--- src/design/iau_pkg.sv ---
// shared types, opcodes and constants for the interval arithmetic unit
// depends on nothing
package iau_pkg;

	localparam int FRAC_BITS_DEF = 16;
	// quotient bits resolved per divider stage
	localparam int DIV_STEPS = 4;

	localparam logic [2:0] OP_ADD = 3'd0;
	localparam logic [2:0] OP_SUB = 3'd1;
	localparam logic [2:0] OP_MUL = 3'd2;
	localparam logic [2:0] OP_DIV = 3'd3;
	localparam logic [2:0] OP_ISECT = 3'd4;
	localparam logic [2:0] OP_HULL = 3'd5;
	localparam logic [2:0] OP_NEG = 3'd6;

	localparam logic signed [31:0] Q_MAX = 32'sh7FFF_FFFF;
	localparam logic signed [31:0] Q_MIN = 32'sh8000_0000;

	// request fields carried alongside the arithmetic
	typedef struct packed {
		logic [2:0] op;
		logic signed [31:0] a_lo;
		logic signed [31:0] a_hi;
		logic signed [31:0] b_lo;
		logic signed [31:0] b_hi;
		logic [31:0] d_lo;
		logic [31:0] d_hi;
		logic whole;
		logic rsat;
	} side_t;

	// saturate a 33-bit sum; msb of the result is the clip flag
	function automatic logic [32:0] sat33(input logic [32:0] v);
		logic [32:0] r;
		if (v[32] != v[31]) begin
			r = v[32] ? {1'b1, Q_MIN} : {1'b1, Q_MAX};
		end else begin
			r = {1'b0, v[31:0]};
		end
		return r;
	endfunction

endpackage

--- src/design/iau_div_stage.sv ---
// one registered stage of the restoring divider for 2^(2*FRAC_BITS) / d
// depends on iau_pkg
module iau_div_stage import iau_pkg::*; #(
	parameter int FRAC_BITS = FRAC_BITS_DEF,
	parameter int QP = 36,
	parameter int IDX_HI = 35
) (
	input logic clk,
	input logic en,
	input logic [31:0] d,
	input logic [31:0] rem_in,
	input logic [QP-1:0] q_in,
	output logic [31:0] rem_out,
	output logic [QP-1:0] q_out
);

	logic [31:0] rem_w;
	logic [QP-1:0] q_w;

	// shift in one numerator bit per step, subtract when it fits
	always_comb begin
		logic [32:0] r33;
		logic nb;
		rem_w = rem_in;
		q_w = q_in;
		for (int k = 0; k < DIV_STEPS; k++) begin
			nb = ((IDX_HI - k) == 2 * FRAC_BITS);
			r33 = {rem_w, nb};
			if (r33 >= {1'b0, d}) begin
				r33 = r33 - {1'b0, d};
				q_w = {q_w[QP-2:0], 1'b1};
			end else begin
				q_w = {q_w[QP-2:0], 1'b0};
			end
			rem_w = r33[31:0];
		end
	end

	always_ff @(posedge clk) begin
		if (en) begin
			rem_out <= rem_w;
			q_out <= q_w;
		end
	end

endmodule

--- config.mk ---
export PLATFORM = sky130hd
export DESIGN_NAME = iau_div_stage
export DESIGN_NICKNAME = d
export VERILOG_FILES = /design/src/design/iau_pkg.sv /design/src/design/iau_div_stage.sv
export SDC_FILE = /design/constraint.sdc
export NUM_CORES = 1
export LEC_CHECK = 0
export BUFFER_PORTS_ARGS = -buffer_cell sky130_fd_sc_hd__buf_2
export CORE_ASPECT_RATIO = 0.8
export CORE_MARGIN = 8
export CORE_UTILIZATION = 48
export CTS_CLUSTER_SIZE = 28
export DETAILED_ROUTE_END_ITERATION = 8
export PLACE_DENSITY = 0.7
export SLEW_MARGIN = 15
export SYNTH_ARGS = -nofsm -noshare
export SYNTH_HDL_FRONTEND = slang
export SYNTH_SLANG_ARGS = --single-unit
--- constraint.sdc ---
create_clock -name clk -period 15.27 [get_ports clk]
set_clock_uncertainty 0.2 [all_clocks]
set_input_delay 0.7635 -clock clk [delete_from_list [all_inputs] [get_ports clk]]
set_output_delay 0.7635 -clock clk [all_outputs]
set_load 0.1 [all_outputs]
==> flow_summary.html, run 1 <==
<table>
<tr><th>Metric</th><th>Value</th></tr>
<tr><th colspan="2">Hold path</th></tr>
<tr><td>Class of the worst hold path</td><td>in -&gt; reg</td></tr>
<tr><td>Instance count along the most critical hold path</td><td>1</td></tr>
<tr><th colspan="2">Floorplan</th></tr>
<tr><td>Initial Utilization</td><td>48.4%</td></tr>
<tr><td>Die Footprint</td><td>26500 um^2</td></tr>
<tr><td>I/O pins</td><td>170</td></tr>
<tr><td>Vert. Die Dim</td><td>approximately 150 um</td></tr>
<tr><td>Horizontal extent of the die</td><td>180 um</td></tr>
<tr><td>CORE AREA</td><td>21300 um^2</td></tr>
<tr><td>Number of core rows</td><td>48</td></tr>
<tr><th colspan="2">Flow run</th></tr>
<tr><td>Number of max-capacitance violations reported</td><td>0</td></tr>
<tr><th colspan="2">Placed design</th></tr>
<tr><td>Detail Placement HPWL</td><td>approximately 28000 um</td></tr>
<tr><td>Number of I/O port buffers</td><td>165</td></tr>
<tr><td>Post-placement cell count</td><td>approximately 1700</td></tr>
<tr><td>Final weighted congestion of routability-driven global placement</td><td>0.965</td></tr>
<tr><th colspan="2">Clocking</th></tr>
<tr><td>Number of sinks handled by clock tree synthesis</td><td>68</td></tr>
<tr><td>Count of hold-fix buffers inserted at cts</td><td>0</td></tr>
<tr><td>TritonCTS buffer count</td><td>9</td></tr>
<tr><td>Buffer count from post-CTS setup fixing</td><td>0</td></tr>
<tr><td>CTS tree</td><td>yes</td></tr>
<tr><td>Root Driver</td><td>sky130_fd_sc_hd__clkbuf_16</td></tr>
<tr><td>Clock Pin Slew Worst Setup and Hold Paths</td><td>0.06 ns</td></tr>
<tr><td>Number of gates resized after cts</td><td>0</td></tr>
<tr><td>Number of levels in the clock H-tree</td><td>3</td></tr>
<tr><td>Longest Clk Path Bufs</td><td>2</td></tr>
<tr><th colspan="2">Detailed routing</th></tr>
<tr><td>Remaining antenna violation count</td><td>0</td></tr>
<tr><td>Number of DRC violations after detailed routing</td><td>0</td></tr>
<tr><td>Drt first pass iters</td><td>5</td></tr>
<tr><td>Total length of routed wires</td><td>34000 um</td></tr>
<tr><td>Vias/cell</td><td>6.16</td></tr>
<tr><td>Overall via count from detail_route</td><td>10600</td></tr>
<tr><td>Violation count after the first detailed-route iteration</td><td>1186</td></tr>
<tr><td>Detail-routed net length per standard cell</td><td>19.7 um</td></tr>
<tr><th colspan="2">Finish</th></tr>
<tr><td>Most frequent cells in the layout</td><td>sky130_fd_sc_hd__buf_2 (164), sky130_fd_sc_hd__ha_1 (125), sky130_fd_sc_hd__nand2_1 (118)</td></tr>
<tr><td>Area growth syn-to-layout</td><td>13.8%</td></tr>
<tr><td>Final net count</td><td>1674</td></tr>
<tr><td>Share of final-layout standard cells stronger than drive strength 1</td><td>17.0%</td></tr>
<tr><td>Post-route non-filler standard cell count</td><td>~1700</td></tr>
<tr><td>Commonest non-fill, non-tap cell in the layout</td><td>sky130_fd_sc_hd__buf_2</td></tr>
<tr><td>Post-layout util</td><td>55.0%</td></tr>
<tr><td>Antenna diode instance count</td><td>0</td></tr>
<tr><th colspan="2">Timing</th></tr>
<tr><td>Final hold slack</td><td>between 0.3 and 0.4 ns</td></tr>
<tr><td>Slew headroom</td><td>43.0%</td></tr>
<tr><td>Period utilization</td><td>91.9%</td></tr>
<tr><td>Final Hold Vio Count</td><td>0</td></tr>
<tr><td>Maximum operating frequency</td><td>71.3 MHz</td></tr>
<tr><td>Tightest Pin Transition</td><td>0.854 ns</td></tr>
<tr><td>Sum Neg Setup Slack</td><td>0 ns</td></tr>
<tr><td>Max-slew violation count</td><td>0</td></tr>
<tr><td>Endpoints failing setup</td><td>0</td></tr>
<tr><td>Unrepaired setup endpoints after global routing</td><td>no</td></tr>
<tr><td>Fin crit period</td><td>14.03 ns</td></tr>
<tr><th colspan="2">Yosys</th></tr>
<tr><td>Average cell area after synthesis</td><td>~8 um^2</td></tr>
<tr><td>Count of mapped cells out of synthesis</td><td>1291</td></tr>
<tr><td>Combinational family with the most area after synthesis</td><td>compound AO/OA/AOI/OAI gates</td></tr>
<tr><td>Fraction of synthesized area in multiplexers</td><td>3.94%</td></tr>
<tr><td>Most frequently used flop master after synthesis</td><td>sky130_fd_sc_hd__edfxtp_1</td></tr>
<tr><td>Total of warnings raised by yosys</td><td>0</td></tr>
<tr><td>Net count after synthesis</td><td>1520</td></tr>
<tr><td>Adder-cell area share of the yosys netlist</td><td>15.5%</td></tr>
<tr><td>Number of enable flip-flop cells after synthesis</td><td>68</td></tr>
<tr><td>Leading post-synthesis cells by cell area</td><td>sky130_fd_sc_hd__edfxtp_1 (20%), sky130_fd_sc_hd__ha_1 (15%), sky130_fd_sc_hd__xnor2_1 (6.4%)</td></tr>
<tr><td>Post-synthesis cell type count</td><td>69</td></tr>
<tr><td>Post-synthesis sequential element count</td><td>slightly below 70</td></tr>
<tr><td>Post-Synthesis Cell Area</td><td>~10000 um^2</td></tr>
<tr><td>Synthesized-area fraction occupied by xor and xnor cells</td><td>9.25%</td></tr>
<tr><td>Area share of the leading cell type in the synthesized netlist</td><td>19.8%</td></tr>
<tr><td>Simple-gate portion of the synthesized area</td><td>about 17%</td></tr>
<tr><td>Fraction of the mapped netlist area in compound gates</td><td>between 20% and 30%</td></tr>
<tr><td>Cell type with the highest aggregate area in the netlist</td><td>sky130_fd_sc_hd__edfxtp_1</td></tr>
<tr><td>Sequential element share of the synthesized area</td><td>19.8%</td></tr>
<tr><td>Asr flop ratio synth</td><td>0%</td></tr>
<tr><th colspan="2">Critical path</th></tr>
<tr><td>Crit-path max FO</td><td>41</td></tr>
<tr><td>Arrival time of the worst setup path</td><td>13.92 ns</td></tr>
<tr><td>Longest individual stage delay on the worst path</td><td>0.72 ns</td></tr>
<tr><td>Cell at the slowest stage of the critical path</td><td>sky130_fd_sc_hd__nor4_1</td></tr>
<tr><td>Type of destination of the critical path</td><td>flip-flop</td></tr>
<tr><td>Critical path startpoint category</td><td>input port</td></tr>
<tr><td>Critical Setup Path Class</td><td>in -&gt; reg</td></tr>
<tr><td>Worst path required time</td><td>15.16 ns</td></tr>
<tr><th colspan="2">Global route</th></tr>
<tr><td>Number of global-route vias before repair</td><td>9653</td></tr>
<tr><td>Residual overflow from global routing</td><td>0</td></tr>
<tr><td>Total global-route track usage</td><td>around a quarter</td></tr>
<tr><td>First-pass GRT wire length</td><td>52700 um</td></tr>
<tr><td>Pin count of the biggest net entering global routing</td><td>69</td></tr>
<tr><td>Antenna violations before repair</td><td>1</td></tr>
<tr><th colspan="2">Outcome</th></tr>
<tr><td>Status</td><td>completed</td></tr>
</table>
==> cells in the mapped netlist (12+ instances only) <==
cell and instances:
sky130_fd_sc_hd__and3_1 14, sky130_fd_sc_hd__xnor2_1 75, sky130_fd_sc_hd__mux2_2 21, sky130_fd_sc_hd__ha_1 125, sky130_fd_sc_hd__a21o_1 44, sky130_fd_sc_hd__nand4_1 16, sky130_fd_sc_hd__o211ai_1 12, sky130_fd_sc_hd__a221o_1 21
sky130_fd_sc_hd__nor3_1 25, sky130_fd_sc_hd__inv_1 85, sky130_fd_sc_hd__mux2i_1 17, sky130_fd_sc_hd__buf_2 13, sky130_fd_sc_hd__a21oi_1 116, sky130_fd_sc_hd__nand3_1 39, sky130_fd_sc_hd__and2_1 18, sky130_fd_sc_hd__xor2_1 34
sky130_fd_sc_hd__edfxtp_1 68, sky130_fd_sc_hd__o21ai_0 104, sky130_fd_sc_hd__nor2_1 75, sky130_fd_sc_hd__nand2b_1 17, sky130_fd_sc_hd__o21a_1 19, sky130_fd_sc_hd__o21bai_1 22, sky130_fd_sc_hd__clkbuf_1 21, sky130_fd_sc_hd__a211oi_1 20
sky130_fd_sc_hd__nor2b_1 14, sky130_fd_sc_hd__nand2_1 118, sky130_fd_sc_hd__a31oi_1 16
==> sequential cells by signal, summed over array words and instances, names as in the netlist <==
| name | cells |
|---|---|
| q_out | 36 |
| rem_out | 32 |
==> metal layers <==
layer  GRT usage, %  vias up  routed length (um)
met3           5.26       40                3030
met5              0        -                  12
li1               -     5161                   -
met1           35.3     4933               16200
met2           37.3      494               14300
met4           4.62        2                 516
==> cell families (layout without fill, tap and decap cells) <==
logic type / Yosys count / in the layout
muxes: 38 / 38
xor gates and xnor gates: 109 / 109
DFF: 68 / 68
adders and majority gates: 127 / 127
AOI/OAI and AO/OA: 449 / 449
buffers and inverters: 130 / 289
and+or+nand+nor: 370 / 370
==> through the flow <==
step | cell area (um^2) | worst slack (ns)
6_report | 11700 | 1.24
5_1_grt | 11700 | 0.560
4_1_cts | 11700 | 1.66
3_5_place_dp | 11400 | 1.42
3_3_place_gp | 11400 | 1.55
2_1_floorplan | 10300 | 3.17
==> worst max-delay path: cells and delay by family <==
kind	cells	cell delay, ns
AO/OA/AOI/OAI	22	5.94
adder cells (fa/ha/maj)	4	1.63
XOR/XNOR	1	0.15
buffers and inverters	9	1.86
AND/OR/NAND/NOR	8	2.32
multiplexers	3	1.14
==> layout make-up <==
type	count	area, um^2
Fill cell	2042	9580
Multi-Input combinational cell	1093	7730
Clock buffer	9	225
Tap cell	275	344
Inverter	89	339
Clock inverter	7	82.6
Sequential cell	68	2040
Timing Repair Buffer	184	971
==> worst paths after layout <==
| kind | startpoint | end | slack (ns) |
|---|---|---|---|
| setup / recovery | d[23] | rem_out[30]$_DFFE_PP_ | 1.24 |
| hold / removal | q_in[3] | q_out[7]$_DFFE_PP_ | 0.39 |
Power of run 1 is not shown: default switching activity piles up to over one toggle a cycle in this logic, so the estimate is an artifact.
==> inputs of run 2 (changes only) <==
CORE_ASPECT_RATIO = 1.2   (was 0.8)
CTS_CLUSTER_DIAMETER = 50   (was not set)
==> run 2 against run 1 <==
  * Sequential cell count unchanged
  * Sequential share of layout area unchanged
  * First-iteration DRC count down 51%
  * Hold slack better by 0.020 ns
  * Via count down 1.2%
  * Cell count unchanged
  * Critical endpoint is now rem_out[4]$_DFFE_PP_
  * Largest cell class unchanged
==> flow_summary.html, run 2 (synthesized netlist as in run 1, its figures left out) <==
<table>
<tr><th>Metric</th><th>Value</th></tr>
<tr><th colspan="2">Finish</th></tr>
<tr><td>Most frequent cells in the layout</td><td>sky130_fd_sc_hd__buf_2 (165), sky130_fd_sc_hd__ha_1 (125), sky130_fd_sc_hd__nand2_1 (118)</td></tr>
<tr><td>Register with the most flip-flops</td><td>q_out</td></tr>
<tr><td>Final net count</td><td>1680 (+0.36%)</td></tr>
<tr><td>Registers with the highest flip-flop counts</td><td>q_out x36, rem_out x32</td></tr>
<tr><td>Number of filler instances in the final layout</td><td>2032 (-0.49%)</td></tr>
<tr><td>Final Cell Area</td><td>11700 um^2 (unchanged)</td></tr>
<tr><td>Commonest non-fill, non-tap cell in the layout</td><td>sky130_fd_sc_hd__buf_2</td></tr>
<tr><td>Number of flip-flops under the largest register name</td><td>36 (unchanged)</td></tr>
<tr><td>Share of final-layout standard cells stronger than drive strength 1</td><td>17.2% (+0.22 points)</td></tr>
<tr><td>Area growth syn-to-layout</td><td>13.8% (unchanged)</td></tr>
<tr><td>Antenna diode instance count</td><td>0 (unchanged)</td></tr>
<tr><th colspan="2">Detailed routing</th></tr>
<tr><td>Detail-routed net length per standard cell</td><td>19.2 um (-2.5%)</td></tr>
<tr><td>Drt first pass iters</td><td>5 (unchanged)</td></tr>
<tr><td>Vias/cell</td><td>6.09 (-1.2%)</td></tr>
<tr><td>Violation count after the first detailed-route iteration</td><td>587 (-51%)</td></tr>
<tr><td>Total length of routed wires</td><td>33200 um (-2.5%)</td></tr>
<tr><td>Remaining antenna violation count</td><td>0 (unchanged)</td></tr>
<tr><td>Number of DRC violations after detailed routing</td><td>0 (unchanged)</td></tr>
<tr><td>Overall via count from detail_route</td><td>10500 (-1.2%)</td></tr>
<tr><th colspan="2">Clocking</th></tr>
<tr><td>Number of sinks handled by clock tree synthesis</td><td>68 (unchanged)</td></tr>
<tr><td>Root Driver</td><td>sky130_fd_sc_hd__clkbuf_16</td></tr>
<tr><td>Buffer count from post-CTS setup fixing</td><td>0 (unchanged)</td></tr>
<tr><td>Number of levels in the clock H-tree</td><td>3 (unchanged)</td></tr>
<tr><td>CTS tree</td><td>yes</td></tr>
<tr><td>Count of hold-fix buffers inserted at cts</td><td>0 (unchanged)</td></tr>
<tr><td>Number of gates resized after cts</td><td>0 (unchanged)</td></tr>
<tr><td>Longest Clk Path Bufs</td><td>2 (unchanged)</td></tr>
<tr><td>TritonCTS buffer count</td><td>9 (unchanged)</td></tr>
<tr><td>Clock Pin Slew Worst Setup and Hold Paths</td><td>0.05 ns (about the same)</td></tr>
<tr><th colspan="2">Flow run</th></tr>
<tr><td>Number of max-capacitance violations reported</td><td>0 (unchanged)</td></tr>
<tr><th colspan="2">Floorplan</th></tr>
<tr><td>I/O pins</td><td>170 (unchanged)</td></tr>
<tr><td>CORE AREA</td><td>21000 um^2 (-1.3%)</td></tr>
<tr><td>Die Footprint</td><td>26500 um^2 (about the same)</td></tr>
<tr><td>Vert. Die Dim</td><td>177 um (+20%)</td></tr>
<tr><td>Initial Utilization</td><td>49.0% (+0.63 points)</td></tr>
<tr><td>Horizontal extent of the die</td><td>150 um (-17%)</td></tr>
<tr><td>Number of core rows</td><td>58 (+21%)</td></tr>
<tr><th colspan="2">Placed design</th></tr>
<tr><td>Placed Area</td><td>11500 um^2 (+0.43%)</td></tr>
<tr><td>Worst slack at placement</td><td>1.72 ns (+0.300 ns)</td></tr>
<tr><td>Detail Placement HPWL</td><td>27500 um (-0.79%)</td></tr>
<tr><td>Final weighted congestion of routability-driven global placement</td><td>0.963 (-0.26%)</td></tr>
<tr><td>Number of I/O port buffers</td><td>165 (unchanged)</td></tr>
<tr><th colspan="2">Timing</th></tr>
<tr><td>Tightest Pin Transition</td><td>0.842 ns (-0.0126 ns)</td></tr>
<tr><td>Maximum operating frequency</td><td>74.3 MHz (+4.2%)</td></tr>
<tr><td>Unrepaired setup endpoints after global routing</td><td>no</td></tr>
<tr><td>Max-slew violation count</td><td>0 (unchanged)</td></tr>
<tr><td>Final worst slack</td><td>1.81 ns (+0.571 ns)</td></tr>
<tr><td>Sum Neg Setup Slack</td><td>0 ns (unchanged)</td></tr>
<tr><td>Period utilization</td><td>88.2% (-3.7 points)</td></tr>
<tr><td>Fin crit period</td><td>13.46 ns (-0.571 ns)</td></tr>
<tr><td>Endpoints failing setup</td><td>0 (unchanged)</td></tr>
<tr><td>Final Hold Vio Count</td><td>0 (unchanged)</td></tr>
<tr><td>Slew headroom</td><td>43.9% (+0.84 points)</td></tr>
<tr><th colspan="2">Global route</th></tr>
<tr><td>Residual overflow from global routing</td><td>0 (unchanged)</td></tr>
<tr><td>Antenna violations before repair</td><td>0 (-1)</td></tr>
<tr><td>First-pass GRT wire length</td><td>51300 um (-2.7%)</td></tr>
<tr><td>Total global-route track usage</td><td>24.2% (-0.34 points)</td></tr>
<tr><td>Number of global-route vias before repair</td><td>10100 (+4.8%)</td></tr>
<tr><td>Pin count of the biggest net entering global routing</td><td>69 (unchanged)</td></tr>
<tr><th colspan="2">Critical path</th></tr>
<tr><td>Cell at the slowest stage of the critical path</td><td>sky130_fd_sc_hd__nor4_1</td></tr>
<tr><td>Critical path startpoint category</td><td>input port</td></tr>
<tr><td>Worst path required time</td><td>15.12 ns (-0.04 ns)</td></tr>
<tr><td>Family of cells with the greatest summed delay on the critical path</td><td>compound AO/OA/AOI/OAI gates</td></tr>
<tr><td>Critical Setup Path Class</td><td>in -&gt; reg</td></tr>
<tr><td>Arrival time of the worst setup path</td><td>13.31 ns (-0.61 ns)</td></tr>
<tr><td>Longest individual stage delay on the worst path</td><td>0.64 ns (-0.08 ns)</td></tr>
<tr><td>Crit-path max FO</td><td>35 (-15%)</td></tr>
<tr><td>Bufs and invs on worst path</td><td>7 (-2)</td></tr>
<tr><td>Type of destination of the critical path</td><td>flip-flop</td></tr>
<tr><th colspan="2">Outcome</th></tr>
<tr><td>Status</td><td>completed</td></tr>
<tr><th colspan="2">Hold path</th></tr>
<tr><td>Class of the worst hold path</td><td>in -&gt; reg</td></tr>
</table>
## run 2: area by class of cell
class | instances | area [um^2] | area share, %
inverter | 89 | 339 | 2.89
sequential | 68 | 2040 | 17.4
tap | 270 | 338 | 2.88
clock buffer | 10 | 229 | 1.95
clock inverter | 5 | 30.0 | 0.256
timing repair buffer | 190 | 1030 | 8.74
multi-input combinational | 1093 | 7730 | 65.9
## run 2: stage by stage
step / hold WS, ns / utilization, % / std cells
after detailed placement: 0.742 / 54.5 / 1710
after CTS: 0.401 / 55.8 / 1725
after floorplan: 0.662 / - / 1291
final: 0.415 / 55.8 / 1725
after global placement: 0.740 / 54.5 / 1710
after global routing: 0.398 / 55.8 / 1725
## run 2: layer usage
metal / track usage (%) / routed length (um)
met5: 0 / 0
met4: 11.8 / 1310
met3: 2.38 / 2110
met2: 42.5 / 16000
met1: 29.0 / 13700
## run 2: path summary, 6_finish.rpt
kind / cells past startpoint / endpoint / slack, ns / from
worst min-delay path: 1 / q_out[12]$_DFFE_PP_ / 0.41 / q_in[8]
worst max-delay path: 46 / rem_out[4]$_DFFE_PP_ / 1.81 / d[24]
Power of run 2 is left out for the same reason.
==> inputs of run 3 (changes only) <==
ABC_AREA = 1   (was not set)
PLACE_DENSITY = 0.69   (was 0.7)
==> run 3 against run 2 <==
  * Via count rose by 16%
  * Sequential share of layout area down 1.2 points
  * Worst setup slack improved by 0.93 ns
  * Non-clock buffer count is 21 lower
  * Critical path depth rose by 8
  * First-iteration DRC count is 38% higher
  * Cell count grew 28%
  * Routed wire length grew 9.9%
  * Maximum frequency up 7.4%
  * Largest cell class unchanged
==> flow_summary.html, run 3 <==
<table>
<tr><th>Metric</th><th>Value</th></tr>
<tr><th colspan="2">Outcome</th></tr>
<tr><td>Status</td><td>completed</td></tr>
<tr><th colspan="2">Yosys</th></tr>
<tr><td>Top-count cell post-synth</td><td>sky130_fd_sc_hd__nand2_1</td></tr>
<tr><td>Average cell area after synthesis</td><td>6.47 um^2 (-19%)</td></tr>
<tr><td>Post-Synthesis Cell Area</td><td>11200 um^2 (+8.9%)</td></tr>
<tr><td>Most frequently used flop master after synthesis</td><td>sky130_fd_sc_hd__edfxtp_1</td></tr>
<tr><td>Leading post-synthesis cells by cell area</td><td>sky130_fd_sc_hd__edfxtp_1 (18%), sky130_fd_sc_hd__nand2_1 (17%), sky130_fd_sc_hd__ha_1 (14%)</td></tr>
<tr><td>Count of mapped cells out of synthesis</td><td>1736 (+34%)</td></tr>
<tr><td>Net count after synthesis</td><td>1965 (+29%)</td></tr>
<tr><td>Number of enable flip-flop cells after synthesis</td><td>68 (unchanged)</td></tr>
<tr><td>Total of warnings raised by yosys</td><td>0 (unchanged)</td></tr>
<tr><td>Post-synthesis sequential element count</td><td>68 (unchanged)</td></tr>
<tr><td>Cell type with the highest aggregate area in the netlist</td><td>sky130_fd_sc_hd__edfxtp_1</td></tr>
<tr><td>Area share of the leading cell type in the synthesized netlist</td><td>18.2% (-1.6 points)</td></tr>
<tr><td>Sequential element share of the synthesized area</td><td>18.2% (-1.6 points)</td></tr>
<tr><td>Asr flop ratio synth</td><td>0% (unchanged)</td></tr>
<tr><td>Post-synthesis cell type count</td><td>55 (-20%)</td></tr>
<tr><td>Synth cell count leaders</td><td>sky130_fd_sc_hd__nand2_1 (523), sky130_fd_sc_hd__inv_1 (189), sky130_fd_sc_hd__nor2_1 (149)</td></tr>
<tr><th colspan="2">Critical path</th></tr>
<tr><td>Top cell by count, worst path</td><td>sky130_fd_sc_hd__nand2_1</td></tr>
<tr><td>Crit-path max FO</td><td>48 (+37%)</td></tr>
<tr><td>Type of destination of the critical path</td><td>flip-flop</td></tr>
<tr><td>Cell at the slowest stage of the critical path</td><td>sky130_fd_sc_hd__nor2_4</td></tr>
<tr><td>Longest individual stage delay on the worst path</td><td>0.74 ns (+0.10 ns)</td></tr>
<tr><td>Arrival time of the worst setup path</td><td>12.41 ns (-0.90 ns)</td></tr>
<tr><td>Critical Setup Path Class</td><td>in -&gt; reg</td></tr>
<tr><td>Critical path startpoint category</td><td>input port</td></tr>
<tr><td>Worst path required time</td><td>15.15 ns (+0.03 ns)</td></tr>
<tr><th colspan="2">Clocking</th></tr>
<tr><td>Root Driver</td><td>sky130_fd_sc_hd__clkbuf_16</td></tr>
<tr><td>Number of levels in the clock H-tree</td><td>3 (unchanged)</td></tr>
<tr><td>Number of gates resized after cts</td><td>0 (unchanged)</td></tr>
<tr><td>Count of hold-fix buffers inserted at cts</td><td>0 (unchanged)</td></tr>
<tr><td>Buffer count from post-CTS setup fixing</td><td>0 (unchanged)</td></tr>
<tr><td>TritonCTS buffer count</td><td>9 (unchanged)</td></tr>
<tr><td>Number of sinks handled by clock tree synthesis</td><td>68 (unchanged)</td></tr>
<tr><td>CTS tree</td><td>yes</td></tr>
<tr><td>Clock Pin Slew Worst Setup and Hold Paths</td><td>0.06 ns (about the same)</td></tr>
<tr><td>Longest Clk Path Bufs</td><td>2 (unchanged)</td></tr>
<tr><th colspan="2">Detailed routing</th></tr>
<tr><td>Violation count after the first detailed-route iteration</td><td>811 (+38%)</td></tr>
<tr><td>Remaining antenna violation count</td><td>0 (unchanged)</td></tr>
<tr><td>Drt first pass iters</td><td>5 (unchanged)</td></tr>
<tr><td>Detail-routed net length per standard cell</td><td>16.5 um (-14%)</td></tr>
<tr><td>Number of DRC violations after detailed routing</td><td>0 (unchanged)</td></tr>
<tr><td>Total length of routed wires</td><td>36500 um (+9.9%)</td></tr>
<tr><td>Vias/cell</td><td>5.52 (-9.3%)</td></tr>
<tr><td>Overall via count from detail_route</td><td>12200 (+16%)</td></tr>
<tr><th colspan="2">Timing</th></tr>
<tr><td>Final hold slack</td><td>0.410 ns (-0.00528 ns)</td></tr>
<tr><td>Sum Neg Setup Slack</td><td>0 ns (unchanged)</td></tr>
<tr><td>Endpoints failing setup</td><td>0 (unchanged)</td></tr>
<tr><td>Tightest Pin Transition</td><td>0.957 ns (+0.115 ns)</td></tr>
<tr><td>Fin crit period</td><td>12.53 ns (-0.931 ns)</td></tr>
<tr><td>Maximum operating frequency</td><td>79.8 MHz (+7.4%)</td></tr>
<tr><td>Unrepaired setup endpoints after global routing</td><td>no</td></tr>
<tr><td>Max-slew violation count</td><td>0 (unchanged)</td></tr>
<tr><td>Final Hold Vio Count</td><td>0 (unchanged)</td></tr>
<tr><td>Slew headroom</td><td>36.0% (-7.8 points)</td></tr>
<tr><td>Period utilization</td><td>82.1% (-6.1 points)</td></tr>
<tr><th colspan="2">Placed design</th></tr>
<tr><td>Post-placement cell count</td><td>2193 (+28%)</td></tr>
<tr><td>Number of I/O port buffers</td><td>165 (unchanged)</td></tr>
<tr><td>Final weighted congestion of routability-driven global placement</td><td>1.03 (+6.7%)</td></tr>
<tr><td>Detail Placement HPWL</td><td>31200 um (+14%)</td></tr>
<tr><th colspan="2">Floorplan</th></tr>
<tr><td>Vert. Die Dim</td><td>184 um (+3.9%)</td></tr>
<tr><td>CORE AREA</td><td>23000 um^2 (+9.5%)</td></tr>
<tr><td>Initial Utilization</td><td>48.7% (-0.30 points)</td></tr>
<tr><td>Die Footprint</td><td>28600 um^2 (+8.0%)</td></tr>
<tr><td>Horizontal extent of the die</td><td>156 um (+3.9%)</td></tr>
<tr><td>I/O pins</td><td>170 (unchanged)</td></tr>
<tr><td>Number of core rows</td><td>61 (+5.2%)</td></tr>
<tr><th colspan="2">Finish</th></tr>
<tr><td>Antenna diode instance count</td><td>0 (unchanged)</td></tr>
<tr><td>Number of filler instances in the final layout</td><td>2373 (+17%)</td></tr>
<tr><td>Registers with the highest flip-flop counts</td><td>q_out x36, rem_out x32</td></tr>
<tr><td>Number of flip-flops under the largest register name</td><td>36 (unchanged)</td></tr>
<tr><td>Final net count</td><td>2118 (+26%)</td></tr>
<tr><td>Share of final-layout standard cells stronger than drive strength 1</td><td>14.3% (-2.9 points)</td></tr>
<tr><td>Commonest non-fill, non-tap cell in the layout</td><td>sky130_fd_sc_hd__nand2_1</td></tr>
<tr><td>Register with the most flip-flops</td><td>q_out</td></tr>
<tr><td>Most frequent cells in the layout</td><td>sky130_fd_sc_hd__nand2_1 (523), sky130_fd_sc_hd__inv_1 (189), sky130_fd_sc_hd__buf_2 (165)</td></tr>
<tr><td>Post-route non-filler standard cell count</td><td>2209 (+28%)</td></tr>
<tr><td>Area growth syn-to-layout</td><td>11.9%</td></tr>
<tr><th colspan="2">Flow run</th></tr>
<tr><td>Number of max-capacitance violations reported</td><td>0 (unchanged)</td></tr>
<tr><th colspan="2">Global route</th></tr>
<tr><td>Pin count of the biggest net entering global routing</td><td>69 (unchanged)</td></tr>
<tr><td>Total global-route track usage</td><td>25.0% (+0.82 points)</td></tr>
<tr><td>Antenna violations before repair</td><td>0 (unchanged)</td></tr>
<tr><td>Number of global-route vias before repair</td><td>11700 (+15%)</td></tr>
<tr><td>Residual overflow from global routing</td><td>0 (unchanged)</td></tr>
<tr><td>First-pass GRT wire length</td><td>57400 um (+12%)</td></tr>
<tr><th colspan="2">Power and ir drop</th></tr>
<tr><td>Total leakage power</td><td>6.26 nW</td></tr>
<tr><td>Power density over cell area</td><td>262 nW/um^2</td></tr>
<tr><td>Worst vdd ir</td><td>0.129 mV</td></tr>
<tr><td>Pwr Total</td><td>0.00329 W</td></tr>
<tr><th colspan="2">Hold path</th></tr>
<tr><td>Class of the worst hold path</td><td>in -&gt; reg</td></tr>
</table>
==> run 3: changes by cell type in the layout (fill, tap and decap cells not counted), sizes merged, moves of 18 or more <==
cell | before | now
nor2 | 76 | 164
a221o | 21 | 0
mux2 | 21 | 0
a21o | 44 | 18
nand3 | 39 | 107
inv | 89 | 202
o21ai | 105 | 129
nand2 | 118 | 530
and2 | 18 | 0
buf | 190 | 169
xnor2 | 75 | 51
==> run 3: path summary, 6_finish.rpt <==
path                                 to  cells after the start      from  slack (ns)
hold / removal      q_out[29]$_DFFE_PP_                      1  q_in[25]        0.41
setup / recovery  rem_out[25]$_DFFE_PP_                     54     d[20]        2.74
==> run 3: cell families (layout without fill, tap and decap cells) <==
| kind of cell | Yosys count | count (layout) | share of synthesized area [%] |
|---|---|---|---|
| simple gates | 877 | 877 | 33.3 |
| compound gates | 333 | 333 | 17.6 |
| buf+inv | 229 | 387 | 8.62 |
| fa+ha+maj | 127 | 127 | 14.3 |
| xor+xnor | 102 | 102 | 7.95 |
| flops | 68 | 68 | 18.2 |
==> run 3: per-layer routing <==
metal | wire, um | part of all wire, % | GRT usage [%]
met2 | 17700 | 48 | 44.7
met1 | 14800 | 41 | 28.7
met5 | 0 | 0 | 0
met4 | 1910 | 5.2 | 14.3
met3 | 2110 | 5.8 | 2.59
==> run 3: area by class of cell <==
type	count	area, um^2	share of cell area [%]
sequential	68	2040	16.2
multi-input combinational	1439	8220	65.4
timing repair buffer	169	856	6.81
clock buffer	9	225	1.79
clock inverter	7	67.6	0.538
tap	315	394	3.14
inverter	202	763	6.07
==> run 3: worst max-delay path, delay by kind of cell <==
| kind | cells | cell delay, ns |
|---|---|---|
| AOI/OAI and AO/OA | 16 | 3.72 |
| adders and majority gates | 4 | 1.43 |
| and+or+nand+nor | 28 | 4.50 |
| buffers and inverters | 6 | 1.88 |
==> run 3: metrics by stage <==
stage | utilization [%] | setup WS (ns) | instance area, um^2
global placement | 53.3 | 2.82 | 12300
finish | 54.5 | 2.74 | 12600
floorplan | - | 6.69 | 11200
CTS | 54.5 | 2.96 | 12600
detailed placement | 53.3 | 2.64 | 12300
global route | 54.5 | 1.93 | 12600
==> run 3: power breakdown <==
part	leakage, nW	internal [W]	switching [W]
logic	5.45	0.000846	0.00190
registers	0.664	0.000340	0.0000101
clock network	0.139	0.000125	0.0000712
No activity file was read; power rests on OpenSTA's default activity.
